## src/design/cce_pkg.sv

```systemverilog
// ----------------------------------------------------------------------------
// Cubic curve evaluator package
// Shared widths, curve kind codes, coefficient types and the basis matrices.
// ----------------------------------------------------------------------------
package cce_pkg;

    localparam int CTRL_W    = 32;
    localparam int T_IN_W    = 17;
    localparam int S_TDATA_W = 152;
    localparam int M_TDATA_W = 32;
    localparam int COEF_W    = 36;
    localparam int ACC_W     = 39;
    localparam int U_W       = ACC_W + 1;

    // divide by three: the biased dividend is split into two halves
    localparam int U_LO_W  = 20;
    localparam int U_HI_W  = U_W - U_LO_W;
    localparam int HI_SH   = U_HI_W + 2;
    localparam int MH_W    = 2 * U_HI_W + 1;
    localparam int QH_W    = MH_W - HI_SH;
    localparam int V_W     = U_LO_W + 2;
    localparam int LO_SH   = V_W + 2;
    localparam int ML_W    = 2 * V_W + 1;
    localparam int QL_W    = ML_W - LO_SH;

    localparam logic [U_HI_W:0] HI_RECIP = 21'd1398102;
    localparam logic [V_W:0]    LO_RECIP = 23'd5592406;

    localparam logic [U_W-1:0]        DIV3_BIAS   = 40'hC0_0000_0000;
    localparam logic signed [U_W-1:0] DIV3_OFFSET = 40'sh40_0000_0000;
    localparam logic signed [U_W-1:0] SAT_MAX     = 40'sh00_7FFF_FFFF;
    localparam logic signed [U_W-1:0] SAT_MIN     = 40'shFF_8000_0000;

    typedef enum logic [1:0] {
        FUNC_BSPLINE     = 2'd0,
        FUNC_CATMULL_ROM = 2'd1,
        FUNC_BEZIER      = 2'd2,
        FUNC_TANGENT     = 2'd3
    } func_t;

    typedef logic signed [CTRL_W-1:0] ctrl_t;
    typedef logic signed [COEF_W-1:0] coef_t;
    typedef logic signed [ACC_W-1:0]  acc_t;

    // k0 multiplies t^3, k3 is the constant term
    typedef struct packed {
        coef_t k0;
        coef_t k1;
        coef_t k2;
        coef_t k3;
    } coefs_t;

    typedef struct packed {
        coefs_t coefs;
        func_t  func;
    } side_t;

    function automatic coefs_t curve_coefs(input func_t func, input ctrl_t c0,
                                           input ctrl_t c1, input ctrl_t c2,
                                           input ctrl_t c3);
        coef_t  e0;
        coef_t  e1;
        coef_t  e2;
        coef_t  e3;
        coef_t  cubic;
        coefs_t k;
        e0 = COEF_W'(c0);
        e1 = COEF_W'(c1);
        e2 = COEF_W'(c2);
        e3 = COEF_W'(c3);
        cubic = -e0 + 36'sd3 * e1 - 36'sd3 * e2 + e3;
        case (func)
            FUNC_BSPLINE: begin
                k.k0 = cubic;
                k.k1 = 36'sd3 * e0 - 36'sd6 * e1 + 36'sd3 * e2;
                k.k2 = 36'sd3 * e2 - 36'sd3 * e0;
                k.k3 = e0 + 36'sd4 * e1 + e2;
            end
            FUNC_CATMULL_ROM: begin
                k.k0 = cubic;
                k.k1 = 36'sd2 * e0 - 36'sd5 * e1 + 36'sd4 * e2 - e3;
                k.k2 = e2 - e0;
                k.k3 = 36'sd2 * e1;
            end
            FUNC_BEZIER: begin
                k.k0 = cubic;
                k.k1 = 36'sd3 * e0 - 36'sd6 * e1 + 36'sd3 * e2;
                k.k2 = 36'sd3 * e1 - 36'sd3 * e0;
                k.k3 = e0;
            end
            FUNC_TANGENT: begin
                k.k0 = '0;
                k.k1 = cubic;
                k.k2 = 36'sd2 * e0 - 36'sd4 * e1 + 36'sd2 * e2;
                k.k3 = e1 - e0;
            end
            default: begin
                k = '0;
            end
        endcase
        return k;
    endfunction

endpackage

```

## src/design/cce_coef.sv

```systemverilog
// ----------------------------------------------------------------------------
// Coefficient stage
// Forms the polynomial coefficients from the control values and clamps t.
// ----------------------------------------------------------------------------
module cce_coef
    import cce_pkg::*;
#(
    parameter int FRAC_BITS = 16
) (
    input  logic                aclk,
    input  logic                aresetn,
    input  logic                in_valid,
    output logic                in_ready,
    input  func_t               in_func,
    input  ctrl_t               in_ctrl_0,
    input  ctrl_t               in_ctrl_1,
    input  ctrl_t               in_ctrl_2,
    input  ctrl_t               in_ctrl_3,
    input  logic [T_IN_W-1:0]   in_param_t,
    output logic                out_valid,
    input  logic                out_ready,
    output side_t               out_side,
    output logic [FRAC_BITS:0]  out_t
);

    localparam int CMP_W = (FRAC_BITS + 2 > T_IN_W) ? FRAC_BITS + 2 : T_IN_W;
    localparam logic [CMP_W-1:0] T_ONE = CMP_W'(1) << FRAC_BITS;

    logic                valid_reg;
    side_t               side_reg;
    side_t               side_next;
    logic [FRAC_BITS:0]  t_reg;
    logic [FRAC_BITS:0]  t_next;
    logic [CMP_W-1:0]    t_wide;

    assign in_ready = !valid_reg || out_ready;

    always_comb begin
        t_wide          = CMP_W'(in_param_t);
        // t above one counts as one
        t_next          = (t_wide > T_ONE) ? T_ONE[FRAC_BITS:0] : t_wide[FRAC_BITS:0];
        side_next.coefs = curve_coefs(in_func, in_ctrl_0, in_ctrl_1, in_ctrl_2, in_ctrl_3);
        side_next.func  = in_func;
    end

    always_ff @(posedge aclk) begin
        if (!aresetn) begin
            valid_reg <= 1'b0;
        end else if (in_ready) begin
            valid_reg <= in_valid;
        end
    end

    always_ff @(posedge aclk) begin
        if (in_valid && in_ready) begin
            side_reg <= side_next;
            t_reg    <= t_next;
        end
    end

    assign out_valid = valid_reg;
    assign out_side  = side_reg;
    assign out_t     = t_reg;

endmodule

```

## config.mk

```make
export PLATFORM = sky130hd
export DESIGN_NAME = cce_coef
export DESIGN_NICKNAME = d
export VERILOG_FILES = /design/src/design/cce_pkg.sv /design/src/design/cce_coef.sv
export SDC_FILE = /design/constraint.sdc
export NUM_CORES = 2
export LEC_CHECK = 0
export ABC_AREA = 1
export BUFFER_PORTS_ARGS = -buffer_cell sky130_fd_sc_hd__buf_4
export CORE_MARGIN = 2
export CORE_UTILIZATION = 59
export DETAILED_ROUTE_END_ITERATION = 8
export HOLD_SLACK_MARGIN = 0.12
export PLACE_DENSITY_LB_ADDON = 0.12
export SLEW_MARGIN = 20
export SYNTH_ARGS = -nofsm -noshare
export SYNTH_HDL_FRONTEND = slang
export SYNTH_SLANG_ARGS = --single-unit
```

## constraint.sdc

```tcl
create_clock -name aclk -period 11.2 [get_ports aclk]
set_input_delay 1.12 -clock aclk [delete_from_list [all_inputs] [get_ports aclk]]
set_output_delay 1.12 -clock aclk [all_outputs]
set_load 0.05 [all_outputs]
```

* Word-level counts from Yosys, hierarchy flattened
Cells that the tools add are included.
Operators by class: add/sub/neg operators 17, $mul 5, order comparisons 1, equal/unequal tests 3, multiplexer cells 1, reductions and logical operators 4
Operators by type and width (count):
- $pmux 144 s4 | 1
- $mul 3x32->35 const A | 4
- $add 36x35->36 | 2
- $sub 35x35->36 | 2
- $sub 32x32->33 | 2
- $add 35x32->36 | 1
- $add 35x33->36 | 1
- $add 36x32->36 | 1
- $add 36x34->36 | 1
- $mul 4x32->36 const A | 1
- $neg 32->36 | 1
- $sub 33x36->36 | 1
- $sub 35x36->36 | 1
- $sub 36x32->36 | 1
- $sub 36x35->36 | 1
- $add 32x34->35 | 1
- $sub 33x34->35 | 1
- $gt 17x17->1 const B | 1
- $eq 2x2->1 const B | 2
- $eq 2x1->1 const B | 1
- $logic_not 2->1 | 1
- $logic_and 1x1->1 | 1
- $logic_not 1->1 | 1
- $logic_or 1x1->1 | 1
Word-level totals: register bits after elaboration 164, input bits 151, output and inout port bits 165, word-level logic and storage cells 38

* Depth between registers and ports, before layout
depth in word-level cells 5, gate-level depth with buffers 38, gate-level depth less buffers 38

* Worst setup path after synthesis
OpenSTA, ideal clock, no wires.
path kind input port to flip-flop, start point in in_valid, end point reg side_reg, in the netlist out_side[0], enable pin, library setup time 739 ps, arrival 8992 ps, required time 10461 ps, slack 1469 ps, cell stages on the path 2, buffers on the path 0, cells stage by stage inv_1 a21oi_1
Between the ends: cells in the longest elaborated chain, start to end 1
RTL lines:
- start: declaration | line cce_coef.sv:12 | input logic in_valid,
- $logic_and 1x1->1 | line cce_coef.sv:55 | if (in_valid && in_ready) begin
- end signal: assignment | line cce_coef.sv:56 | side_reg <= side_next;
- end: declaration | line cce_coef.sv:30 | side_t side_reg;
Every way passes these cells. A chain may end at the register's enable or synchronous reset.

==> impl_metrics.toml <==
[route]
num_vias = 41500
post-route-drc-count = 1
dr.pass1.iters = 9
drt_wl_total_um = 165000
drtAntennaViolNets = 0
wl_per_cell_um = 25.5
routed_via_density = 6.41
drt_iter0_markers = 5701

[timing]
period_minus_slack_ps = 6650
max_freq_mhz = 150
finalHoldViolations = 0
tightest_slew_ps = 1180
setup_viol = 0
relSlewSlack = 0.207
skew_ps = 13.1
holdWs_ps = 572
slew_violations = 0
fin_ws_ps = 4550
period_share = 0.594
fin_setup_tns_ps = 0
rsz0062_at_grt = "no"

[global_route]
grt_max_degree = 71
antenna_found_initial = 3
track_usage = 0.491
grt_pass1_vias = 40300
overflow = 0
grt_pass1_wl_um = 240000

[floorplan]
core_um2 = 62900
die_x_um = 256
io-pin-count = 316
fp-row-count = 92
dieArea_um2 = 65300
die_h_um = 256
start_util = 0.594

[hold_path]
hold_path.class = "register to register"

[critical_path]
end_kind = "register"
start_kind = "input port"
cp.arrival_ps = 6910
path_class = "input port to register"
required_ps = 11460
worstPathMaxFanout = 8

[pwr]
p_leak_nw = 20.7
pwr_density_cell_nw_per_um2 = 267
power_mw = 11.0
peakVddDrop_uv = 160

[clocking]
h-tree-depth = 4
cts_buffer_depth = 2
cts_tree = "yes"
clkLatencyLatePin_ps = 520
clock-sinks = 164
hold_buffers = 0
cts_resized = 0
cts_made_buffers = 17
post-cts-setup-buffers = 0
clkTransAtPathRegs_ps = 80
clock-root-buffer = "clkbuf_16"

[logic_synthesis]
synth_top_area_share = 0.179
netlist_area_um2 = 37300
synthFlopType = "edfxtp_1"
ys_types = 61
ys_top_cells_by_area = "ha_1 (18%), fa_1 (14%), edfxtp_1 (13%)"
seq_area_frac_synth = 0.132
synth_top_area_cell = "ha_1"
synthArstFlopShare = 0
synthCells = 5315
syn_nets = 6263
synth_edf_count = 163
yosysWarningCount = 0
synth_seq_cells = 164
postSynthAreaPerCell_um2 = 7.03

[status]
failed_checks = "design-rule violations"
outcome = "complete, but fails checks"

[finish]
nets = 6564
num-fill-cells = 5678
final_core_util = 0.657
area_delta_synth_final_pct = 10.6
drive_gt1_frac = 0.0840

[placement]
numPortBuffers = 315
pre_cts_ws_ps = 4210
hpwlAfterDp_um = 138000
gp_congestion = 1.15

[flow_run]
maxCapViolCount = 0
[final timing paths]
check | cells after the start | from | slack [ps] | end
worst max register to register | 3 | out_valid | 8970 | out_side[72]
worst max-delay path | 23 | in_ctrl_1[27] | 4550 | out_side[108]
worst min-delay path | 2 | out_valid | 570 | out_valid
worst min register to register | 2 | out_valid | 570 | out_valid
[cells in the final DEF, fill, tap and decap left out, types with 33 or more instances in the layout]
| cell | n |
|---|---|
| nor2_1 | 494 |
| edfxtp_1 | 163 |
| o21ai_0 | 306 |
| ha_1 | 534 |
| o211ai_1 | 33 |
| inv_1 | 889 |
| a31oi_1 | 69 |
| or2_2 | 34 |
| o21bai_1 | 56 |
| xnor2_1 | 55 |
| nand4_1 | 63 |
| xor2_1 | 104 |
| nor3_1 | 38 |
| nand2_1 | 1110 |
| a21oi_1 | 446 |
| fa_1 | 263 |
| a21o_1 | 48 |
| buf_4 | 332 |
| nand3_1 | 272 |
| o221ai_1 | 38 |
[state kept, by name, summed over array words and instances (netlist names)]
signal and flops:
out_t 17, out_side 146, out_valid 1
[worst max-delay path, cell delays in order]
cell,delay (ps)
buf_4,180
ha_1,310
ha_1,450
nand2_1,120
nor2_1,110
inv_1,70
o21ai_0,860
a21oi_1,150
o21ai_2,240
nand3_1,110
o21ai_1,110
xor2_1,410
fa_1,480
ha_1,450
nand2_1,110
nor2_1,160
inv_1,70
nor4_1,560
o21ai_0,330
nand3_1,160
nand2_1,70
nand3_1,130
nand4_1,110
[synth_stat cells, drive strengths merged, types with 55 or more instances]
| cell | count |
|---|---|
| xor2 | 105 |
| xnor2 | 55 |
| ha | 534 |
| nor2 | 499 |
| nand2 | 1131 |
| a31oi | 69 |
| o21bai | 58 |
| a21oi | 454 |
| o21ai | 342 |
| inv | 898 |
| fa | 263 |
| nand4 | 63 |
| nand3 | 274 |
| edfxtp | 163 |
[layout make-up]
class / count / area [um2] / area share
multi-input combinational: 4201 / 28900 / 0.700
inverter: 900 / 3380 / 0.0818
timing repair buffer: 332 / 2490 / 0.0603
tap: 846 / 1060 / 0.0256
sequential: 164 / 4910 / 0.119
clock buffer: 18 / 429 / 0.0104
antenna: 3 / 7.51 / 0.000182
clock inverter: 14 / 124 / 0.00300
[stage by stage]
| step | instances | area (um2) |
|---|---|---|
| after floorplan | 5315 | 37300 |
| after global placement | 6443 | 40700 |
| after detailed placement | 6443 | 40700 |
| after CTS | 6475 | 41300 |
| after global routing | 6476 | 41300 |
| final | 6478 | 41300 |
[logic make-up after synthesis]
logic type | count (synthesis) | synth area share
simple gates | 2105 | 0.237
compound gates | 1139 | 0.178
buf+inv | 950 | 0.0957
fa+ha+maj | 797 | 0.320
flops | 164 | 0.132
xor+xnor | 160 | 0.0377
[power breakdown]
part	switching, mW	total, mW	internal, mW	leakage (nW)
combinational	6.43	9.31	2.87	18.8
clock	0.329	0.618	0.289	0.258
sequential	0.0653	1.09	1.03	1.61
total	6.83	11.0	4.19	20.7
[routing by layer]
layer  up-vias  wire length, um  part of all wire  track usage
li1      18400                -                 -            -
met2      3160            70800              0.43        0.762
met5         -               17           0.00010            0
met3       751            21600              0.13        0.123
met4         4            14700             0.089        0.358
met1     19200            57900              0.35        0.593
No activity file was read; power rests on OpenSTA's default activity.
