==> config.mk <==
export PLATFORM = sky130hd
export DESIGN_NAME = cce_hstep
export DESIGN_NICKNAME = d
export VERILOG_FILES = /design/src/design/cce_pkg.sv /design/src/design/cce_hstep.sv
export SDC_FILE = /design/constraint.sdc
export NUM_CORES = 2
export LEC_CHECK = 0
export BUFFER_PORTS_ARGS = -buffer_cell sky130_fd_sc_hd__buf_2
export CAP_MARGIN = 20
export CORE_ASPECT_RATIO = 1.4
export CORE_MARGIN = 1.5
export CORE_UTILIZATION = 36
export DETAILED_ROUTE_END_ITERATION = 12
export PLACE_DENSITY = 0.5
export SLEW_MARGIN = 10
export SYNTH_ARGS = -nofsm -noshare
export SYNTH_HDL_FRONTEND = slang
export SYNTH_SLANG_ARGS = --single-unit
==> constraint.sdc <==
create_clock -name aclk -period 11.2 [get_ports aclk]
set_clock_uncertainty 0.05 [all_clocks]
set_input_delay 0.56 -clock aclk [delete_from_list [all_inputs] [get_ports aclk]]
set_output_delay 0.56 -clock aclk [all_outputs]
set_load 0.01 [all_outputs]
==> src/design/cce_pkg.sv <==
// ----------------------------------------------------------------------------
// Cubic curve evaluator package
// Shared widths, curve kind codes, coefficient types and the basis matrices.
// ----------------------------------------------------------------------------
package cce_pkg;

    localparam int CTRL_W    = 32;
    localparam int T_IN_W    = 17;
    localparam int S_TDATA_W = 152;
    localparam int M_TDATA_W = 32;
    localparam int COEF_W    = 36;
    localparam int ACC_W     = 39;
    localparam int U_W       = ACC_W + 1;

    // divide by three: the biased dividend is split into two halves
    localparam int U_LO_W  = 20;
    localparam int U_HI_W  = U_W - U_LO_W;
    localparam int HI_SH   = U_HI_W + 2;
    localparam int MH_W    = 2 * U_HI_W + 1;
    localparam int QH_W    = MH_W - HI_SH;
    localparam int V_W     = U_LO_W + 2;
    localparam int LO_SH   = V_W + 2;
    localparam int ML_W    = 2 * V_W + 1;
    localparam int QL_W    = ML_W - LO_SH;

    localparam logic [U_HI_W:0] HI_RECIP = 21'd1398102;
    localparam logic [V_W:0]    LO_RECIP = 23'd5592406;

    localparam logic [U_W-1:0]        DIV3_BIAS   = 40'hC0_0000_0000;
    localparam logic signed [U_W-1:0] DIV3_OFFSET = 40'sh40_0000_0000;
    localparam logic signed [U_W-1:0] SAT_MAX     = 40'sh00_7FFF_FFFF;
    localparam logic signed [U_W-1:0] SAT_MIN     = 40'shFF_8000_0000;

    typedef enum logic [1:0] {
        FUNC_BSPLINE     = 2'd0,
        FUNC_CATMULL_ROM = 2'd1,
        FUNC_BEZIER      = 2'd2,
        FUNC_TANGENT     = 2'd3
    } func_t;

    typedef logic signed [CTRL_W-1:0] ctrl_t;
    typedef logic signed [COEF_W-1:0] coef_t;
    typedef logic signed [ACC_W-1:0]  acc_t;

    // k0 multiplies t^3, k3 is the constant term
    typedef struct packed {
        coef_t k0;
        coef_t k1;
        coef_t k2;
        coef_t k3;
    } coefs_t;

    typedef struct packed {
        coefs_t coefs;
        func_t  func;
    } side_t;

    function automatic coefs_t curve_coefs(input func_t func, input ctrl_t c0,
                                           input ctrl_t c1, input ctrl_t c2,
                                           input ctrl_t c3);
        coef_t  e0;
        coef_t  e1;
        coef_t  e2;
        coef_t  e3;
        coef_t  cubic;
        coefs_t k;
        e0 = COEF_W'(c0);
        e1 = COEF_W'(c1);
        e2 = COEF_W'(c2);
        e3 = COEF_W'(c3);
        cubic = -e0 + 36'sd3 * e1 - 36'sd3 * e2 + e3;
        case (func)
            FUNC_BSPLINE: begin
                k.k0 = cubic;
                k.k1 = 36'sd3 * e0 - 36'sd6 * e1 + 36'sd3 * e2;
                k.k2 = 36'sd3 * e2 - 36'sd3 * e0;
                k.k3 = e0 + 36'sd4 * e1 + e2;
            end
            FUNC_CATMULL_ROM: begin
                k.k0 = cubic;
                k.k1 = 36'sd2 * e0 - 36'sd5 * e1 + 36'sd4 * e2 - e3;
                k.k2 = e2 - e0;
                k.k3 = 36'sd2 * e1;
            end
            FUNC_BEZIER: begin
                k.k0 = cubic;
                k.k1 = 36'sd3 * e0 - 36'sd6 * e1 + 36'sd3 * e2;
                k.k2 = 36'sd3 * e1 - 36'sd3 * e0;
                k.k3 = e0;
            end
            FUNC_TANGENT: begin
                k.k0 = '0;
                k.k1 = cubic;
                k.k2 = 36'sd2 * e0 - 36'sd4 * e1 + 36'sd2 * e2;
                k.k3 = e1 - e0;
            end
            default: begin
                k = '0;
            end
        endcase
        return k;
    endfunction

endpackage

==> src/design/cce_hstep.sv <==
// ----------------------------------------------------------------------------
// Horner step
// One multiply by t, then round to nearest and add the next coefficient.
// ----------------------------------------------------------------------------
module cce_hstep
    import cce_pkg::*;
#(
    parameter int FRAC_BITS = 16
) (
    input  logic                aclk,
    input  logic                aresetn,
    input  logic                in_valid,
    output logic                in_ready,
    input  acc_t                in_acc,
    input  coef_t               in_k,
    input  logic [FRAC_BITS:0]  in_t,
    input  side_t               in_side,
    output logic                out_valid,
    input  logic                out_ready,
    output acc_t                out_acc,
    output logic [FRAC_BITS:0]  out_t,
    output side_t               out_side
);

    localparam int P_W = ACC_W + FRAC_BITS + 2;
    localparam logic signed [P_W-1:0] ROUND_HALF = P_W'(1) << (FRAC_BITS - 1);

    logic                    mul_v_reg;
    logic signed [P_W-1:0]   prod_reg;
    logic signed [P_W-1:0]   prod_next;
    coef_t                   mul_k_reg;
    logic [FRAC_BITS:0]      mul_t_reg;
    side_t                   mul_side_reg;

    logic                    add_v_reg;
    acc_t                    acc_reg;
    acc_t                    acc_next;
    logic [FRAC_BITS:0]      add_t_reg;
    side_t                   add_side_reg;

    logic signed [P_W-1:0]   acc_ext;
    logic signed [P_W-1:0]   t_ext;
    logic signed [P_W-1:0]   rounded;
    logic                    mul_ready;
    logic                    add_ready;

    assign add_ready = !add_v_reg || out_ready;
    assign mul_ready = !mul_v_reg || add_ready;
    assign in_ready  = mul_ready;

    always_comb begin
        acc_ext   = P_W'(in_acc);
        t_ext     = P_W'({1'b0, in_t});
        prod_next = acc_ext * t_ext;
        // nearest, ties towards plus infinity
        rounded   = (prod_reg + ROUND_HALF) >>> FRAC_BITS;
        acc_next  = rounded[ACC_W-1:0] + ACC_W'(mul_k_reg);
    end

    always_ff @(posedge aclk) begin
        if (!aresetn) begin
            mul_v_reg <= 1'b0;
            add_v_reg <= 1'b0;
        end else begin
            if (mul_ready) begin
                mul_v_reg <= in_valid;
            end
            if (add_ready) begin
                add_v_reg <= mul_v_reg;
            end
        end
    end

    always_ff @(posedge aclk) begin
        if (in_valid && mul_ready) begin
            prod_reg     <= prod_next;
            mul_k_reg    <= in_k;
            mul_t_reg    <= in_t;
            mul_side_reg <= in_side;
        end
        if (mul_v_reg && add_ready) begin
            acc_reg      <= acc_next;
            add_t_reg    <= mul_t_reg;
            add_side_reg <= mul_side_reg;
        end
    end

    assign out_valid = add_v_reg;
    assign out_acc   = acc_reg;
    assign out_t     = add_t_reg;
    assign out_side  = add_side_reg;

endmodule

==> Yosys cells after proc, flatten, opt, wreduce, memory -nomap -nowiden <==
Index checks and enable logic that the tools add are counted.
{ "classes": {"addsub": 2, "reduce_logical": 6, "multipliers": 1} }
{ "op_table": {"columns": ["op", "count"], "rows": [
  ["55-bit by 17-bit adder with 55-bit output (second input constant)", 1],
  ["39-bit by 18-bit multiplier with 55-bit output", 1],
  ["39-bit adder", 1],
  ["1-bit logical AND", 2],
  ["1-bit logical NOT", 2],
  ["1-bit logical OR", 2]
]} }
{ "word_totals": {"register_bits": 458, "input_bits": 242, "word_cells": 26} }

==> Longest topological paths before layout <==
{ "logic_depth": {"word_depth": 4, "mapped_depth": 25} }

==> Worst setup path after synthesis <==
No wires, ideal clock.
{ "synth_timing": {"kind": "input -> register", "from": "input out_ready", "to": "register acc_reg[0] (netlist: out_acc[0]) (enable)", "arrival_ns": 9.553, "path_stages": 2, "path_buffers": 0, "setup_time_ns": 0.792, "t_required_ns": 10.358, "path_slack_ns": 0.805, "path_cell_list": "nor2b_1 -> nor2b_1"} }
{ "synth_via": {"elab_chain_len": 2} }
{ "synth_rtl": {"columns": ["element", "line_no", "rtl"], "rows": [
  ["from (decl)", "cce_hstep.sv:19", "input logic out_ready,"],
  ["1-bit logical OR", "cce_hstep.sv:47", "assign add_ready = !add_v_reg || out_ready;"],
  ["1-bit logical AND", "cce_hstep.sv:81", "if (mul_v_reg && add_ready) begin"],
  ["to (signal assigned)", "cce_hstep.sv:82", "acc_reg <= acc_next;"],
  ["to (decl)", "cce_hstep.sv:36", "acc_t acc_reg;"]
]} }
Every way passes these cells.
A chain may end at the register's enable or synchronous reset.

==> Final worst setup path <==
{ "layout_timing": {"from": "input in_t[4]", "to": "register prod_reg[23] (data pin)"} }
{ "layout_via": {"elab_chain_len": 1} }
{ "layout_rtl": {"columns": ["element", "line_no", "rtl"], "rows": [
  ["from (decl)", "cce_hstep.sv:16", "input logic [FRAC_BITS:0] in_t,"],
  ["39-bit by 18-bit multiplier with 55-bit output", "cce_hstep.sv:54", "prod_next = acc_ext * t_ext;"],
  ["via prod_next[23]", "cce_hstep.sv:30", "logic signed [P_W-1:0] prod_next;"],
  ["to (signal assigned)", "cce_hstep.sv:76", "prod_reg <= prod_next;"],
  ["to (decl)", "cce_hstep.sv:29", "logic signed [P_W-1:0] prod_reg;"]
]} }
The timed path passes the listed nets, and every way through them passes these cells.

==> summary.md <==
| Metric | Value |
|---|---|
| PostCTS Resize Cnt | `0` |
| Critical path class | `in2reg` |
| Slew margin rel. | `a little under a third` |
| Synthesized area per cell | `approximately 11 sq um` |
| # nets final | `4696` |
| Worst Path Required | `~12000 ps` |
| Largest net degree at the start of global routing | `70` |
| DIE HEIGHT | `between 300 and 400 um` |
| Crit path cell chain | `buf_2 -> and2_1 -> fa_1 -> fa_1 -> ha_1 -> fa_1 -> inv_1 -> fa_1 -> inv_1 -> fa_1 -> ha_1 -> o211ai_1 -> nor4_2 -> o2111ai_1 -> a2111oi_0 -> o21ai_0 -> a21boi_1 -> o21a_1 -> nor2_1 -> xnor2_1` |
| Detailed Route WL | `between 100000 and 150000 um` |
| Final Hold Viols | `0` |
| Overall global routing resource usage | `around a fifth` |
| Outcome | `complete, no violations` |
| Post-synthesis sequential area ratio | `between 30 and 40%` |
| Die footprint | `roughly 110000 sq um` |
| CTS clk-pin slew, worst paths | `~60 ps` |
| IO Count | `roughly 450` |
| Number of synthesized register bits | `between 400 and 500` |
| Via count | `roughly 24000` |
| Critical Path Max Stage Delay | `roughly 850 ps` |
| Number of port buffers | `445` |
| Slowest-stage cell, CP | `a2111oi_0` |
| R2R Path Start | `prod_reg[16]` |
| Clk buf depth | `3` |
| RSZ-0062 raised after global routing | `false` |
| Synth-to-Final Area Change | `13.3%` |
| Via density | `just under 5` |
| Setup bufs post-CTS | `0` |
| Max Fclk | `about 0.14 GHz` |
| Worst slew pin tran | `approximately 1000 ps` |
| Seq. cell area | `between 10000 and 15000 sq um` |
| Starting Density | `a little over a third` |
| H-tree depth | `2` |
| Critical path endpoint category | `register` |
| Post-DRT Antenna Nets | `0` |
| Final RePlAce weighted congestion | `0.833` |
| Max-Cap Viols | `0` |
| DR iter-0 viols | `~1200` |
| Critical Path Source Type | `primary input` |
| CTS tree | `built` |
| Inserted Clock Buffers | `44` |
| Post-CTS Hold Buffers | `0` |
| Post-Syn Area | `between 30000 and 40000 sq um` |
| Post-DP HPWL | `78700 um` |
| Setup TNS | `0 ps` |
| Drt pass-1 iters | `7` |
| Area of the multi-input gates | `around 21000 sq um` |
| Asr flop ratio synth | `0%` |
| Layout cell share with drive strength beyond 1 | `approximately 15%` |
| Post-synth EDFFs | `~440` |
| Final Setup Violations | `0` |
| Hold path start | `in_k[33]` |
| Worst Path Arrival | `7380 ps` |
| Min cycle time layout | `7050 ps` |
| First-pass GRT wire length | `160000 um` |
| Crit-path max FO | `40` |
| # DRC | `0` |
| HP Class | `in2reg` |
| Core Area | `just over 100000 sq um` |
| WL/cell | `20.5 um` |
| Clock Sinks | `443` |
| Synthesized net count | `approximately 4300` |
| Vias in the first global route | `26734` |
| Initial antenna violation count | `1` |
| Fin crit share | `roughly 63%` |
| Clock latency on the worst-skew pair | `580 ps` |
| Ys Warns | `0` |
| Yosys cell types | `65` |
| Grt total ovfl | `0` |
| Cell Rows | `140` |
| Chip Width | `around 280 um` |
| Fillers | `roughly 10000` |
| Most Frequent Cell on Critical Path | `fa_1` |
| Main synth FF type | `edfxtp_1` |
| Root Driver | `clkbuf_16` |
| CP startpoint | `in_t[4]` |
| Max Transition Viols Final | `0` |
| Cells after Synth | `3277` |
-- cell usage in the layout (no fill, tap or decap), types with 4 or more instances in the layout --
master,count
nor4_1,4
a21o_1,32
a31oi_1,5
o21ai_0,33
buf_4,22
nand2_1,451
and4_1,4
and3_1,10
nand3_1,32
clkinv_1,8
nor3_2,4
nor2b_1,9
xnor2_1,79
nor2_1,55
and2_1,273
clkbuf_1,12
buf_2,446
o211ai_2,4
edfxtp_1,441
xor2_1,40
ha_1,163
o211ai_1,11
o21bai_1,10
nand4_1,18
a211oi_1,14
inv_1,690
fa_1,613
o21a_1,9
a21oi_1,75
nand2b_1,7
nor3_1,23
clkbuf_16,44
-- cells in the mapped netlist (32+ instances only) --
cell type | instances | area (sq um)
fa_1 | 613 | 12300
o21ai_0 | 33 | 165
a21oi_1 | 75 | 375
inv_1 | 690 | 2590
xnor2_1 | 79 | 692
nand3_1 | 32 | 160
a21o_1 | 32 | 240
edfxtp_1 | 441 | 13200
nor2_1 | 55 | 206
xor2_1 | 40 | 350
nand2_1 | 451 | 1690
ha_1 | 163 | 2040
and2_1 | 274 | 1710
clkbuf_1 | 110 | 413
-- per-stage QoR --
step	instances	cell area (sq um)	setup slack, ps	utilization (%)	hold WS (ps)
after floorplan	3277	37600	805	-	350
after global placement	4980	41300	3600	39.8	350
after detailed placement	4980	41300	3570	39.8	355
after CTS	5057	42600	4200	41.1	45.2
after global routing	5058	42600	3820	41.1	66.0
final	5060	42600	4150	41.1	96.7
-- final cells by class --
cell class                      instances  share of cell area, %
Multi-Input combinational cell       2030                   50.0
Sequential cell                       443                   31.2
Inverter                              691                   6.09
Timing Repair Buffer                  468                   5.63
Tap cell                             1349                   3.96
Clock buffer                           57                   2.72
Clock inverter                         20                  0.391
Antenna cell                            2                 0.0118
-- cell families after synthesis --
group	after synthesis	share of synthesized area [%]
simple gates	915	11.9
fa+ha+maj	776	38.1
compound gates	220	3.85
buf+inv	804	8.03
flops	443	35.3
xor+xnor	119	2.77
-- metal layers --
metal / share of wire [%] / GRT usage [%]
met4: 2.5 / 5.58
met3: 5.3 / 2.69
met5: 0.016 / 0
met2: 51 / 36.2
met1: 41 / 24.9
-- path summary, 6_finish.rpt --
kind	slack [ps]	endpoint	cells after the start
setup / recovery	4150	prod_reg[23]	20
hold / removal	100	mul_k_reg[33]	1
setup reg to reg	6560	out_acc[38]	15
hold reg to reg	360	out_t[13]	0
-- critical path, delay by kind of cell --
kind / cells / cell delay [ps]
xor gates and xnor gates: 1 / 250
and+or+nand+nor: 3 / 900
adders and majority gates: 7 / 2910
buffers and inverters: 3 / 860
AOI/OAI and AO/OA: 6 / 1870
Power is not shown: default switching activity piles up to over one toggle a cycle in this logic, so the estimate is an artifact.
