<file path="src/design/cce_pkg.sv">
// ----------------------------------------------------------------------------
// Cubic curve evaluator package
// Shared widths, curve kind codes, coefficient types and the basis matrices.
// ----------------------------------------------------------------------------
package cce_pkg;

    localparam int CTRL_W    = 32;
    localparam int T_IN_W    = 17;
    localparam int S_TDATA_W = 152;
    localparam int M_TDATA_W = 32;
    localparam int COEF_W    = 36;
    localparam int ACC_W     = 39;
    localparam int U_W       = ACC_W + 1;

    // divide by three: the biased dividend is split into two halves
    localparam int U_LO_W  = 20;
    localparam int U_HI_W  = U_W - U_LO_W;
    localparam int HI_SH   = U_HI_W + 2;
    localparam int MH_W    = 2 * U_HI_W + 1;
    localparam int QH_W    = MH_W - HI_SH;
    localparam int V_W     = U_LO_W + 2;
    localparam int LO_SH   = V_W + 2;
    localparam int ML_W    = 2 * V_W + 1;
    localparam int QL_W    = ML_W - LO_SH;

    localparam logic [U_HI_W:0] HI_RECIP = 21'd1398102;
    localparam logic [V_W:0]    LO_RECIP = 23'd5592406;

    localparam logic [U_W-1:0]        DIV3_BIAS   = 40'hC0_0000_0000;
    localparam logic signed [U_W-1:0] DIV3_OFFSET = 40'sh40_0000_0000;
    localparam logic signed [U_W-1:0] SAT_MAX     = 40'sh00_7FFF_FFFF;
    localparam logic signed [U_W-1:0] SAT_MIN     = 40'shFF_8000_0000;

    typedef enum logic [1:0] {
        FUNC_BSPLINE     = 2'd0,
        FUNC_CATMULL_ROM = 2'd1,
        FUNC_BEZIER      = 2'd2,
        FUNC_TANGENT     = 2'd3
    } func_t;

    typedef logic signed [CTRL_W-1:0] ctrl_t;
    typedef logic signed [COEF_W-1:0] coef_t;
    typedef logic signed [ACC_W-1:0]  acc_t;

    // k0 multiplies t^3, k3 is the constant term
    typedef struct packed {
        coef_t k0;
        coef_t k1;
        coef_t k2;
        coef_t k3;
    } coefs_t;

    typedef struct packed {
        coefs_t coefs;
        func_t  func;
    } side_t;

    function automatic coefs_t curve_coefs(input func_t func, input ctrl_t c0,
                                           input ctrl_t c1, input ctrl_t c2,
                                           input ctrl_t c3);
        coef_t  e0;
        coef_t  e1;
        coef_t  e2;
        coef_t  e3;
        coef_t  cubic;
        coefs_t k;
        e0 = COEF_W'(c0);
        e1 = COEF_W'(c1);
        e2 = COEF_W'(c2);
        e3 = COEF_W'(c3);
        cubic = -e0 + 36'sd3 * e1 - 36'sd3 * e2 + e3;
        case (func)
            FUNC_BSPLINE: begin
                k.k0 = cubic;
                k.k1 = 36'sd3 * e0 - 36'sd6 * e1 + 36'sd3 * e2;
                k.k2 = 36'sd3 * e2 - 36'sd3 * e0;
                k.k3 = e0 + 36'sd4 * e1 + e2;
            end
            FUNC_CATMULL_ROM: begin
                k.k0 = cubic;
                k.k1 = 36'sd2 * e0 - 36'sd5 * e1 + 36'sd4 * e2 - e3;
                k.k2 = e2 - e0;
                k.k3 = 36'sd2 * e1;
            end
            FUNC_BEZIER: begin
                k.k0 = cubic;
                k.k1 = 36'sd3 * e0 - 36'sd6 * e1 + 36'sd3 * e2;
                k.k2 = 36'sd3 * e1 - 36'sd3 * e0;
                k.k3 = e0;
            end
            FUNC_TANGENT: begin
                k.k0 = '0;
                k.k1 = cubic;
                k.k2 = 36'sd2 * e0 - 36'sd4 * e1 + 36'sd2 * e2;
                k.k3 = e1 - e0;
            end
            default: begin
                k = '0;
            end
        endcase
        return k;
    endfunction

endpackage

</file>
<file path="src/design/cce_div.sv">
// ----------------------------------------------------------------------------
// Final divide and saturate
// Divides by the curve's denominator with rounding, clips to 32 bits.
// ----------------------------------------------------------------------------
module cce_div
    import cce_pkg::*;
(
    input  logic               aclk,
    input  logic               aresetn,
    input  logic               in_valid,
    output logic               in_ready,
    input  acc_t               in_acc,
    input  func_t              in_func,
    output logic               out_valid,
    input  logic               out_ready,
    output ctrl_t              out_value,
    output logic               out_sat
);

    localparam logic signed [U_W-1:0] BSPL_BIAS = 3;
    localparam logic signed [U_W-1:0] CR_BIAS   = 1;
    localparam logic [U_HI_W-1:0]     REM_H_LIM = 3;
    localparam logic [V_W-1:0]        REM_L_LIM = 3;

    // stage 1: halve with rounding bias for B-spline and Catmull-Rom
    logic                    s1_v_reg;
    acc_t                    y1_reg;
    acc_t                    y1_next;
    logic                    d1_reg;
    logic signed [U_W-1:0]   acc_wide;
    logic signed [U_W-1:0]   biased;

    // stage 2: high half times reciprocal
    logic                    s2_v_reg;
    logic [MH_W-1:0]         mh_reg;
    logic [MH_W-1:0]         mh_next;
    logic [U_W-1:0]          u2_reg;
    logic [U_W-1:0]          u_next;
    acc_t                    y2_reg;
    logic                    d2_reg;

    // stage 3: high quotient and remainder
    logic                    s3_v_reg;
    logic [QH_W-1:0]         qh3_reg;
    logic [QH_W-1:0]         qh_next;
    logic [V_W-1:0]          v3_reg;
    logic [V_W-1:0]          v_next;
    acc_t                    y3_reg;
    logic                    d3_reg;
    logic [QH_W-1:0]         qh_est;
    logic [U_HI_W-1:0]       rem_h;

    // stage 4: low part times reciprocal
    logic                    s4_v_reg;
    logic [ML_W-1:0]         ml_reg;
    logic [ML_W-1:0]         ml_next;
    logic [QH_W-1:0]         qh4_reg;
    logic [V_W-1:0]          v4_reg;
    acc_t                    y4_reg;
    logic                    d4_reg;

    // stage 5: assemble, clip
    logic                    s5_v_reg;
    ctrl_t                   val_reg;
    ctrl_t                   val_next;
    logic                    sat_reg;
    logic                    sat_next;
    logic [QL_W-1:0]         ql_est;
    logic [QL_W-1:0]         ql;
    logic [V_W-1:0]          rem_l;
    logic [U_W-1:0]          quot;
    logic signed [U_W-1:0]   full;

    logic s1_ready;
    logic s2_ready;
    logic s3_ready;
    logic s4_ready;
    logic s5_ready;

    assign s5_ready = !s5_v_reg || out_ready;
    assign s4_ready = !s4_v_reg || s5_ready;
    assign s3_ready = !s3_v_reg || s4_ready;
    assign s2_ready = !s2_v_reg || s3_ready;
    assign s1_ready = !s1_v_reg || s2_ready;
    assign in_ready = s1_ready;

    always_comb begin
        acc_wide = U_W'(in_acc);
        case (in_func)
            FUNC_BSPLINE: begin
                biased  = acc_wide + BSPL_BIAS;
                y1_next = biased[ACC_W:1];
            end
            FUNC_CATMULL_ROM: begin
                biased  = acc_wide + CR_BIAS;
                y1_next = biased[ACC_W:1];
            end
            default: begin
                biased  = acc_wide;
                y1_next = in_acc;
            end
        endcase
    end

    always_comb begin
        // bias keeps the dividend positive and is a multiple of three
        u_next  = U_W'(y1_reg) + DIV3_BIAS;
        mh_next = MH_W'(u_next[U_W-1:U_LO_W]) * MH_W'(HI_RECIP);
    end

    always_comb begin
        qh_est  = mh_reg[MH_W-1:HI_SH];
        rem_h   = u2_reg[U_W-1:U_LO_W] - U_HI_W'({qh_est, 1'b0}) - U_HI_W'(qh_est);
        qh_next = qh_est;
        if (rem_h >= REM_H_LIM) begin
            qh_next = qh_est + QH_W'(1);
            rem_h   = rem_h - REM_H_LIM;
        end
        v_next  = {rem_h[1:0], u2_reg[U_LO_W-1:0]};
        ml_next = ML_W'(v3_reg) * ML_W'(LO_RECIP);
    end

    always_comb begin
        ql_est = ml_reg[ML_W-1:LO_SH];
        rem_l  = v4_reg - V_W'({ql_est, 1'b0}) - V_W'(ql_est);
        ql     = ql_est;
        if (rem_l >= REM_L_LIM) begin
            ql = ql_est + QL_W'(1);
        end
        quot = U_W'({qh4_reg, {U_LO_W{1'b0}}}) + U_W'(ql);
        if (d4_reg) begin
            full = $signed(quot) - DIV3_OFFSET;
        end else begin
            full = U_W'(y4_reg);
        end
        if (full > SAT_MAX) begin
            val_next = SAT_MAX[CTRL_W-1:0];
            sat_next = 1'b1;
        end else if (full < SAT_MIN) begin
            val_next = SAT_MIN[CTRL_W-1:0];
            sat_next = 1'b1;
        end else begin
            val_next = full[CTRL_W-1:0];
            sat_next = 1'b0;
        end
    end

    always_ff @(posedge aclk) begin
        if (!aresetn) begin
            s1_v_reg <= 1'b0;
            s2_v_reg <= 1'b0;
            s3_v_reg <= 1'b0;
            s4_v_reg <= 1'b0;
            s5_v_reg <= 1'b0;
        end else begin
            if (s1_ready) begin
                s1_v_reg <= in_valid;
            end
            if (s2_ready) begin
                s2_v_reg <= s1_v_reg;
            end
            if (s3_ready) begin
                s3_v_reg <= s2_v_reg;
            end
            if (s4_ready) begin
                s4_v_reg <= s3_v_reg;
            end
            if (s5_ready) begin
                s5_v_reg <= s4_v_reg;
            end
        end
    end

    always_ff @(posedge aclk) begin
        if (in_valid && s1_ready) begin
            y1_reg <= y1_next;
            d1_reg <= (in_func == FUNC_BSPLINE);
        end
        if (s1_v_reg && s2_ready) begin
            mh_reg <= mh_next;
            u2_reg <= u_next;
            y2_reg <= y1_reg;
            d2_reg <= d1_reg;
        end
        if (s2_v_reg && s3_ready) begin
            qh3_reg <= qh_next;
            v3_reg  <= v_next;
            y3_reg  <= y2_reg;
            d3_reg  <= d2_reg;
        end
        if (s3_v_reg && s4_ready) begin
            ml_reg  <= ml_next;
            qh4_reg <= qh3_reg;
            v4_reg  <= v3_reg;
            y4_reg  <= y3_reg;
            d4_reg  <= d3_reg;
        end
        if (s4_v_reg && s5_ready) begin
            val_reg <= val_next;
            sat_reg <= sat_next;
        end
    end

    assign out_valid = s5_v_reg;
    assign out_value = val_reg;
    assign out_sat   = sat_reg;

endmodule

</file>
<file path="config.mk">
export PLATFORM = sky130hd
export DESIGN_NAME = cce_div
export DESIGN_NICKNAME = d
export VERILOG_FILES = /design/src/design/cce_pkg.sv /design/src/design/cce_div.sv
export SDC_FILE = /design/constraint.sdc
export NUM_CORES = 1
export LEC_CHECK = 0
export BUFFER_PORTS_ARGS = -buffer_cell sky130_fd_sc_hd__buf_4
export CAP_MARGIN = 20
export CORE_MARGIN = 2
export CORE_UTILIZATION = 40
export DETAILED_ROUTE_END_ITERATION = 10
export SYNTH_ARGS = -nofsm -noshare
export SYNTH_HDL_FRONTEND = slang
export SYNTH_SLANG_ARGS = --single-unit
</file>
<file path="constraint.sdc">
create_clock -name aclk -period 12.4 [get_ports aclk]
set_clock_uncertainty 0.2 [all_clocks]
set_input_delay 0 -clock aclk [delete_from_list [all_inputs] [get_ports aclk]]
set_output_delay 0 -clock aclk [all_outputs]
set_load 0.1 [all_outputs]
</file>
After elaboration in Yosys (flattened, before gate mapping)
Cells that the tools add are included.

word-level totals
  flip-flop bits (word level) = 404
  input port bits = 45
  logic and storage cells = 64
  output and inout port bits = 35

cells by class
  reduce and logical (&&, ||, !) cells = 16
  eq/ne operators = 1
  mux-type cells = 7
  $lt $le $gt $ge = 4
  $mul = 2
  add/subtract/negate cells = 12

operators by type and width
  cell                    count
  $pmux 39 s2             1
  $mul 22x22->44 const B  1
  $add 39x2->40 const B   1
  $add 39x21->40          1
  $add 39x3->40 const B   1
  $add 39x39->40 const B  1
  $gt 40x32->1 const B    1
  $lt 40x32->1 const B    1
  $mul 20x20->40 const B  1
  $mux 40                 1
  $sub 40x40->40 const B  1
  $mux 32                 1
  $ge 22x2->1 const B     1
  $sub 22x21->22          1
  $sub 22x22->22          1
  $add 21x1->21 const B   1
  $mux 21                 1
  $ge 20x2->1 const B     1
  $sub 20x19->20          1
  $sub 20x20->20          1
  $add 19x1->19 const B   1
  $mux 19                 1
  $logic_and 1x1->1       5
  $logic_not 1->1         5
  6 further kinds         10

Depth between registers and ports, before layout
Gate-level depths: netlist of the first run.

  depth after elaboration = 9
  mapped depth = 29
  mapped depth without buffers = 26

Worst setup path before layout of the first run
OpenSTA, ideal clock, no wires.

  path kind = flip-flop to flip-flop
  start point = register s5_v_reg, in the netlist out_valid
  end point = register d4_reg, enable pin
  path slack = 4.633 ns
  path buffers = 0
  data required time = 11.552 ns
  arrival time = 6.920 ns
  cell stages (with the launch flop) = 3
  path through = dfxtp_1 -> nor2b_1 -> a21boi_0

between the ends
  word-level cells in the longest chain between the ends = 4

ends and longest elaborated chain
  element                 RTL line        RTL
  start, declared         cce_div.sv:63   logic s5_v_reg;
  start signal, assigned  cce_div.sv:169  s5_v_reg <= s4_v_reg;
  $logic_not 1->1         cce_div.sv:80   assign s5_ready = !s5_v_reg || out_ready;
  $logic_or 1x1->1        cce_div.sv:80
  $logic_or 1x1->1        cce_div.sv:81   assign s4_ready = !s4_v_reg || s5_ready;
  $logic_and 1x1->1       cce_div.sv:191  if (s3_v_reg && s4_ready) begin
  end signal, assigned    cce_div.sv:196  d4_reg <= d3_reg;
  end, declared           cce_div.sv:60   logic d4_reg;

Every way passes these cells.
A chain may end at the register's enable or synchronous reset.

Final worst setup path of the first run
  start point = register ml_reg[30]
  end point = register val_reg[6], in the netlist out_value[6], data pin

between the ends
  word-level cells in the longest chain between the ends = 9

ends and longest elaborated chain
  element                 RTL line        RTL
  start, declared         cce_div.sv:55   logic [ML_W-1:0] ml_reg;
  start signal, assigned  cce_div.sv:192  ml_reg <= ml_next;
  $sub 22x22->22          cce_div.sv:125  rem_l = v4_reg - V_W'({ql_est, 1'b0}) - V_W'(ql_est);
  $sub 22x21->22          cce_div.sv:125
  $ge 22x2->1             cce_div.sv:127  if (rem_l >= REM_L_LIM) begin
  $mux 21 *               cce_div.sv:127
  $add 39x21->40 *        cce_div.sv:130  quot = U_W'({qh4_reg, {U_LO_W{1'b0}}}) + U_W'(ql);
  $sub 40x40->40 *        cce_div.sv:132  full = $signed(quot) - DIV3_OFFSET;
  $mux 40 *               cce_div.sv:131  if (d4_reg) begin
  $lt 40x32->1            cce_div.sv:139  end else if (full < SAT_MIN) begin
  $mux 32                 cce_div.sv:139
  end signal, assigned    cce_div.sv:199  val_reg <= val_next;
  end, declared           cce_div.sv:64   ctrl_t val_reg;

Mark *: on every way between the ends. The rest lies on a longest branch, timed or not.

==> flow_summary.json, run 1 <==
{
  "status": "complete, no violations",
  "htreeDepth": 1,
  "synth_xor_xnor_area_share_pct": 3.01,
  "drc_errors": 0,
  "clock_latency_ns": 0.59,
  "grt_pass1_vias": 21400,
  "core_area_um2": 74200,
  "cpPeakStageDelay_ns": 0.73,
  "cp.depth": 26,
  "critPathLaunchType": "flop",
  "drtIter0Drc": 1151,
  "drv_cap": 0,
  "clockBufferDepth": 3,
  "clk_pin_slew_ns": 0.06,
  "viasPerCell": 5.14,
  "numCtsBuffers": 31,
  "drive_above_1_share_pct": 6.04,
  "routedWlPerCell_um": 18.4,
  "grt_pass1_wl_um": 116000,
  "vias": 20100,
  "wl_um": 71600,
  "synth_cells": 2720,
  "synth_edf_count": 276,
  "ys_seq_area_share_pct": 28.1,
  "ir_worst_vdd_uv": 318,
  "die_w_um": 277,
  "yosysWarnings": 0,
  "period_needed_ns": 7.93,
  "worstSetupPathType": "reg2reg",
  "tns_ns": 0,
  "initial_core_util_pct": 40.3,
  "nNetsFinal": 3782,
  "cp_num_buf_inv": 2,
  "grt_usage_pct": 19.0,
  "fp.dieArea_um2": 76900,
  "seq_area_um2": 8390,
  "antenna_found_initial": 0,
  "worstMarginPinSlew_ns": 1.06,
  "fp.dieH_um": 277,
  "slowest_stage": "nor2_1",
  "syn_area_um2": 29900,
  "avgSynthCellArea_um2": 11.0,
  "power.leakage_nw": 15.4,
  "reg2regPathDepth": 26,
  "cts_root_buf": "clkbuf_16",
  "syn_nets": 3594,
  "dp_slack_ns": 4.50,
  "grt.overflow.total": 0,
  "worstPathArrival_ns": 8.14,
  "synth_compound_area_share_pct": 9.22,
  "pin_count": 80,
  "io_buffers": 79,
  "async_flop_share_pct": 0,
  "hpwl_um": 59700,
  "multi_input_area_um2": 19200,
  "final_util_pct": 45.5,
  "cts_tree": "done",
  "yosys.area_share.simple_pct": 7.80,
  "synth_ff_type": "edfxtp_1",
  "place_congestion": 0.934,
  "final_cell_mix": "584 x inv_1, 477 x ha_1, 352 x fa_1",
  "synthAdderAreaFrac_pct": 43.6,
  "ys_seq_elements": 281,
  "endpoint_kind": "flop",
  "cp.required_ns": 12.61,
  "maxSlewHeadroom_pct": 27.8,
  "max_freq_ghz": 0.126,
  "finalSetupViolCount": 0,
  "grt_start_max_net_pins": 82,
  "mostFrequentLayoutCell": "inv_1",
  "holdPathStages": 4,
  "nFillCells": 6838,
  "rsz0062_at_grt": "false",
  "synthMuxAreaShare_pct": 0.385,
  "synth_top_family_by_area": "adder cells",
  "tritoncts_num_sinks": 281,
  "period_share_pct": 64.0,
  "pwr_density_cell_nw_per_um2": 266,
  "fin_ws_ns": 4.47,
  "cp_max_fo": 21,
  "rows": 100,
  "area_delta_synth_final_pct": 12.9,
  "slew_viol_final": 0,
  "hp-class": "in2reg",
  "finalHoldViolCount": 0,
  "yosysUniqueCellTypes": 85,
  "detail-route-antenna-nets": 0,
  "crit_family": "simple AND/OR/NAND/NOR gates",
  "num_antenna_cells": 0,
  "dr.pass1.iters": 6
}
worst paths after layout:
check / start / slack [ns] / to
setup / recovery: ml_reg[30] / 4.47 / out_value[6]
hold / removal: in_func[1] / 0.05 / y1_reg[12]
setup reg to reg: ml_reg[30] / 4.47 / out_value[6]
hold reg to reg: qh3_reg[7] / 0.21 / qh4_reg[7]
Yosys cell counts, drive strengths merged (7+ instances only):
cell type  count  share of area (%)
and2          10               0.21
ha           477                 20
buf           12               0.24
fa           352                 24
nor2         118                1.5
a21o          34               0.85
nor2b         20               0.42
a32o           7               0.23
o21ai        103                1.7
clkbuf        27               0.34
nand4         31               0.70
o211ai        27               0.78
or2            7               0.15
xnor2         77                2.3
a31oi          8               0.17
o311ai         8               0.23
nand2b        12               0.25
and3          17               0.36
nor4          11               0.25
o31ai         11               0.29
a211oi         8               0.20
o2111ai        7               0.23
o31a           7               0.21
nand3         48               0.82
nand2         96                1.2
mux2i          7               0.23
or3            7               0.15
o221ai         8               0.23
a2111oi        9               0.31
edfxtp       276                 28
a21oi        107                1.8
o21a          21               0.53
xor2          23               0.67
nor3          49               0.85
nand3b         8               0.20
inv          584                7.3
nor3b          8               0.20
what timing repair did:
item                                   4_1_cts  5_1_grt
buffers inserted                             0        0
resized for setup                            0        0
hold buffers                               105        0
endpoints found under the hold margin       86        0
power breakdown:
part           total, W  leakage [nW]  switching, W  internal, W
Clock          0.000920         0.498      0.000394     0.000525
Sequential      0.00147          2.62     0.0000918      0.00137
Combinational   0.00658          12.3       0.00378      0.00280
Total           0.00897          15.4       0.00426      0.00470
layer usage:
metal / GRT usage, % / share of wire, % / up-vias
li1: - / - / 9595
met1: 27.2 / 48 / 9926
met2: 31.3 / 46 / 467
met3: 2.19 / 4.6 / 68
met4: 3.51 / 1.6 / 0
met5: 0 / 0 / -
per-stage QoR:
stage / instance area [um^2] / total power [W] / instances / hold slack [ns]
2_1_floorplan: 29900 / 0.00634 / 2720 / -0.0822
3_3_place_gp: 31600 / 0.00785 / 3736 / 0.0484
3_5_place_dp: 31600 / 0.00794 / 3737 / 0.0525
4_1_cts: 33700 / 0.00900 / 3898 / 0.0425
5_1_grt: 33700 / 0.00995 / 3900 / 0.0624
6_report: 33700 / 0.00897 / 3900 / 0.0537
layout make-up:
cell class                      count  area share (%)
Inverter                          585            6.51
Clock inverter                     22           0.664
Tap cell                          969            3.59
Timing Repair Buffer              194            5.17
Sequential cell                   281            24.9
Multi-Input combinational cell   1815            56.9
Clock buffer                       34            2.33
worst min-delay path, stage by stage:
cell      delay (ns)
buf_4           0.23
clkinv_1        0.13
buf_12          0.20
a21oi_1         0.09
logic make-up after synthesis:
family,Yosys count
multiplexers,11
adder cells (fa/ha/maj),829
AND/OR/NAND/NOR,461
flip-flops,281
XOR/XNOR,101
buffers and inverters,624
AO/OA/AOI/OAI,413
Note: power is estimated with default switching activity, not from simulation.
==> run 2: changes to the inputs <==
==> constraint.sdc (replaced) <==
create_clock -name aclk -period 7.1 [get_ports aclk]
set_clock_uncertainty 0.2 [all_clocks]
set_input_delay 0 -clock aclk [delete_from_list [all_inputs] [get_ports aclk]]
set_output_delay 0 -clock aclk [all_outputs]
set_load 0.1 [all_outputs]
==> run 2 against run 1 <==
Against the previous run:
- sequential share of layout area fell by 0.92 points
- total power increased by 85%
- global-route usage rose by 0.54 points
- final area rose by 3.9%
- cell count is 3.2% higher
- register-to-register slack got worse by 4.3 ns
==> flow_summary.json, run 2 (synthesis results as in run 1) <==
{
  "detail-route-antenna-nets": 0,
  "multi_input_area_um2": 19400,
  "cpPeakStageDelay_ns": 0.62,
  "area_delta_synth_final_pct": 17.3,
  "finalSetupViolCount": 0,
  "p_sw_share_pct": 46.3,
  "cp_max_fo": 4,
  "pin_count": 80,
  "drive_above_1_share_pct": 11.1,
  "slowest_stage": "fa_1",
  "worstSetupPathType": "reg2reg",
  "p_clk_share_pct": 11.8,
  "dr.pass1.iters": 5,
  "clockBufferDepth": 3,
  "worstPathArrival_ns": 7.11,
  "clk_pin_slew_ns": 0.06,
  "period_needed_ns": 6.89,
  "endpoint_kind": "flop",
  "tritoncts_num_sinks": 281,
  "critPathLaunchType": "flop",
  "antenna_found_initial": 1,
  "numCtsBuffers": 36,
  "drv_cap": 0,
  "grt_pass1_vias": 21900,
  "hpwl_um": 61600,
  "hp-class": "in2reg",
  "finalHoldViolCount": 0,
  "cts_tree": "done",
  "drtIter0Drc": 1284,
  "cp.required_ns": 7.32,
  "tns_ns": 0,
  "power.leakage_nw": 16.1,
  "path_cells": "ha_4 -> inv_1 -> fa_1 -> fa_1 -> inv_1 -> fa_1 -> inv_1 -> fa_1 -> inv_1 -> fa_1 -> fa_1 -> ha_4 -> nand4_1 -> nor2_2 -> a211oi_2 -> buf_4 -> a21oi_2 -> buf_4 -> o21a_4 -> o31a_1 -> o41a_1 -> or4_1 -> nand3_1",
  "power.switching_w": 0.00766,
  "crit_family": "adder cells",
  "dp_slack_ns": -0.313,
  "initial_core_util_pct": 40.3,
  "core_area_um2": 74200,
  "design_area_um2": 35000,
  "nNetsFinal": 3901,
  "vias": 20600,
  "drc_errors": 0,
  "viasPerCell": 5.11,
  "nFillCells": 6738,
  "slew_viol_final": 0,
  "num_antenna_cells": 0,
  "fp.dieArea_um2": 76900,
  "pwr_density_cell_nw_per_um2": 473,
  "maxSlewHeadroom_pct": 41.5,
  "mostFrequentLayoutCell": "inv_1",
  "grt_usage_pct": 19.5,
  "seq_area_um2": 8390,
  "grt_pass1_wl_um": 119000,
  "cts_root_buf": "clkbuf_16",
  "routedWlPerCell_um": 18.4,
  "post_dp_cell_area_um2": 32300,
  "worstMarginPinSlew_ns": 0.877,
  "ir_worst_vdd_uv": 758,
  "grt_start_max_net_pins": 68,
  "clock_latency_ns": 0.56,
  "rows": 100,
  "io_buffers": 79,
  "combPwrFrac_pct": 73.0,
  "fp.dieH_um": 277,
  "final_cell_mix": "583 x inv_1, 468 x ha_1, 351 x fa_1",
  "total_power_w": 0.0166,
  "grt.overflow.total": 0,
  "reg2reg_slack_ns": 0.21,
  "fin_ws_ns": 0.207,
  "period_share_pct": 97.1,
  "wl_um": 74100,
  "rsz0062_at_grt": "true",
  "cp_num_buf_inv": 6,
  "status": "complete, no violations",
  "path_common_cell": "fa_1",
  "max_freq_ghz": 0.145,
  "intPower_w": 0.00890,
  "power_frac_seq_pct": 15.2,
  "place_congestion": 0.923,
  "htreeDepth": 2,
  "die_w_um": 277
}
run 2: changes by cell type in the layout (fill, tap and decap cells not counted), moves of 3 or more:
cell / previous run / this run
dlygate4sd3_1: 105 / 100
buf_4: 87 / 206
nor4_1: 10 / 7
ha_1: 477 / 468
a2111oi_2: 2 / 5
ha_4: 0 / 6
ha_2: 0 / 3
clkbuf_16: 31 / 36
nor4_2: 1 / 4
a2111oi_0: 7 / 2
a21oi_1: 106 / 102
bufinv_16: 3 / 6
a21oi_2: 1 / 5
run 2: layout make-up:
class | count | area share [%]
inverter | 585 | 6.27
multi-input combinational | 1815 | 55.4
tap | 969 | 3.46
timing repair buffer | 308 | 7.36
sequential | 281 | 23.9
clock inverter | 27 | 1.00
clock buffer | 39 | 2.60
run 2: worst reg2reg max path, cell delays in order, from the launching register on:
cell and delay, ns:
edfxtp_1 0.52, ha_4 0.33, inv_1 0.06, fa_1 0.49, fa_1 0.51, inv_1 0.06
fa_1 0.49, inv_1 0.05, fa_1 0.49, inv_1 0.05, fa_1 0.47, fa_1 0.62
ha_4 0.22, nand4_1 0.14, nor2_2 0.07, a211oi_2 0.21, buf_4 0.17, a21oi_2 0.06
buf_4 0.15, o21a_4 0.22, o31a_1 0.26, o41a_1 0.42, or4_1 0.42, nand3_1 0.09
run 2: repair_timing:
item / 4_1_cts / 5_1_grt
pin swaps: 0 / 21
hold endpoints to repair: 47 / 0
setup buffers: 3 / 28
hold buffers: 100 / 0
resized for setup: 7 / 37
endpoints found under the setup margin: 11 / 41
run 2: path summary, 6_finish.rpt:
| kind | depth (start not counted) | endpoint | from |
|---|---|---|---|
| setup / recovery | 23 | ml_reg[32] | v3_reg[16] |
| hold / removal | 3 | s3_v_reg | aresetn |
| setup reg to reg | 23 | ml_reg[32] | v3_reg[16] |
| hold reg to reg | 0 | v3_reg[19] | u2_reg[19] |
run 2: layer usage:
layer  global-route usage [%]  wire [um]  vias up  share of wire, %
met4                     3.83       1320        0               1.8
met5                        0          0        -                 0
met2                     33.0      34800      498                47
li1                         -          -     9838                 -
met1                     27.3      34800    10100                47
met3                     2.01       3110       92               4.2
run 2: power by group through the flow:
| stage | registers [W] | logic, W | clock network [W] |
|---|---|---|---|
| after floorplan | 0.00255 | 0.00852 | 0 |
| after global placement | 0.00256 | 0.0111 | 0 |
| after detailed placement | 0.00256 | 0.0114 | 0 |
| after CTS | 0.00252 | 0.0117 | 0.00202 |
| after global routing | 0.00254 | 0.0137 | 0.00207 |
| final | 0.00252 | 0.0121 | 0.00196 |
run 2: stage by stage:
step	instances	utilization [%]	hold WS, ns
3_3_place_gp	3827	43.5	0.0406
3_5_place_dp	3827	43.5	0.0477
2_1_floorplan	2720	-	-0.0822
6_report	4024	47.2	0.0587
4_1_cts	3996	46.7	0.0118
5_1_grt	4024	47.2	0.0558
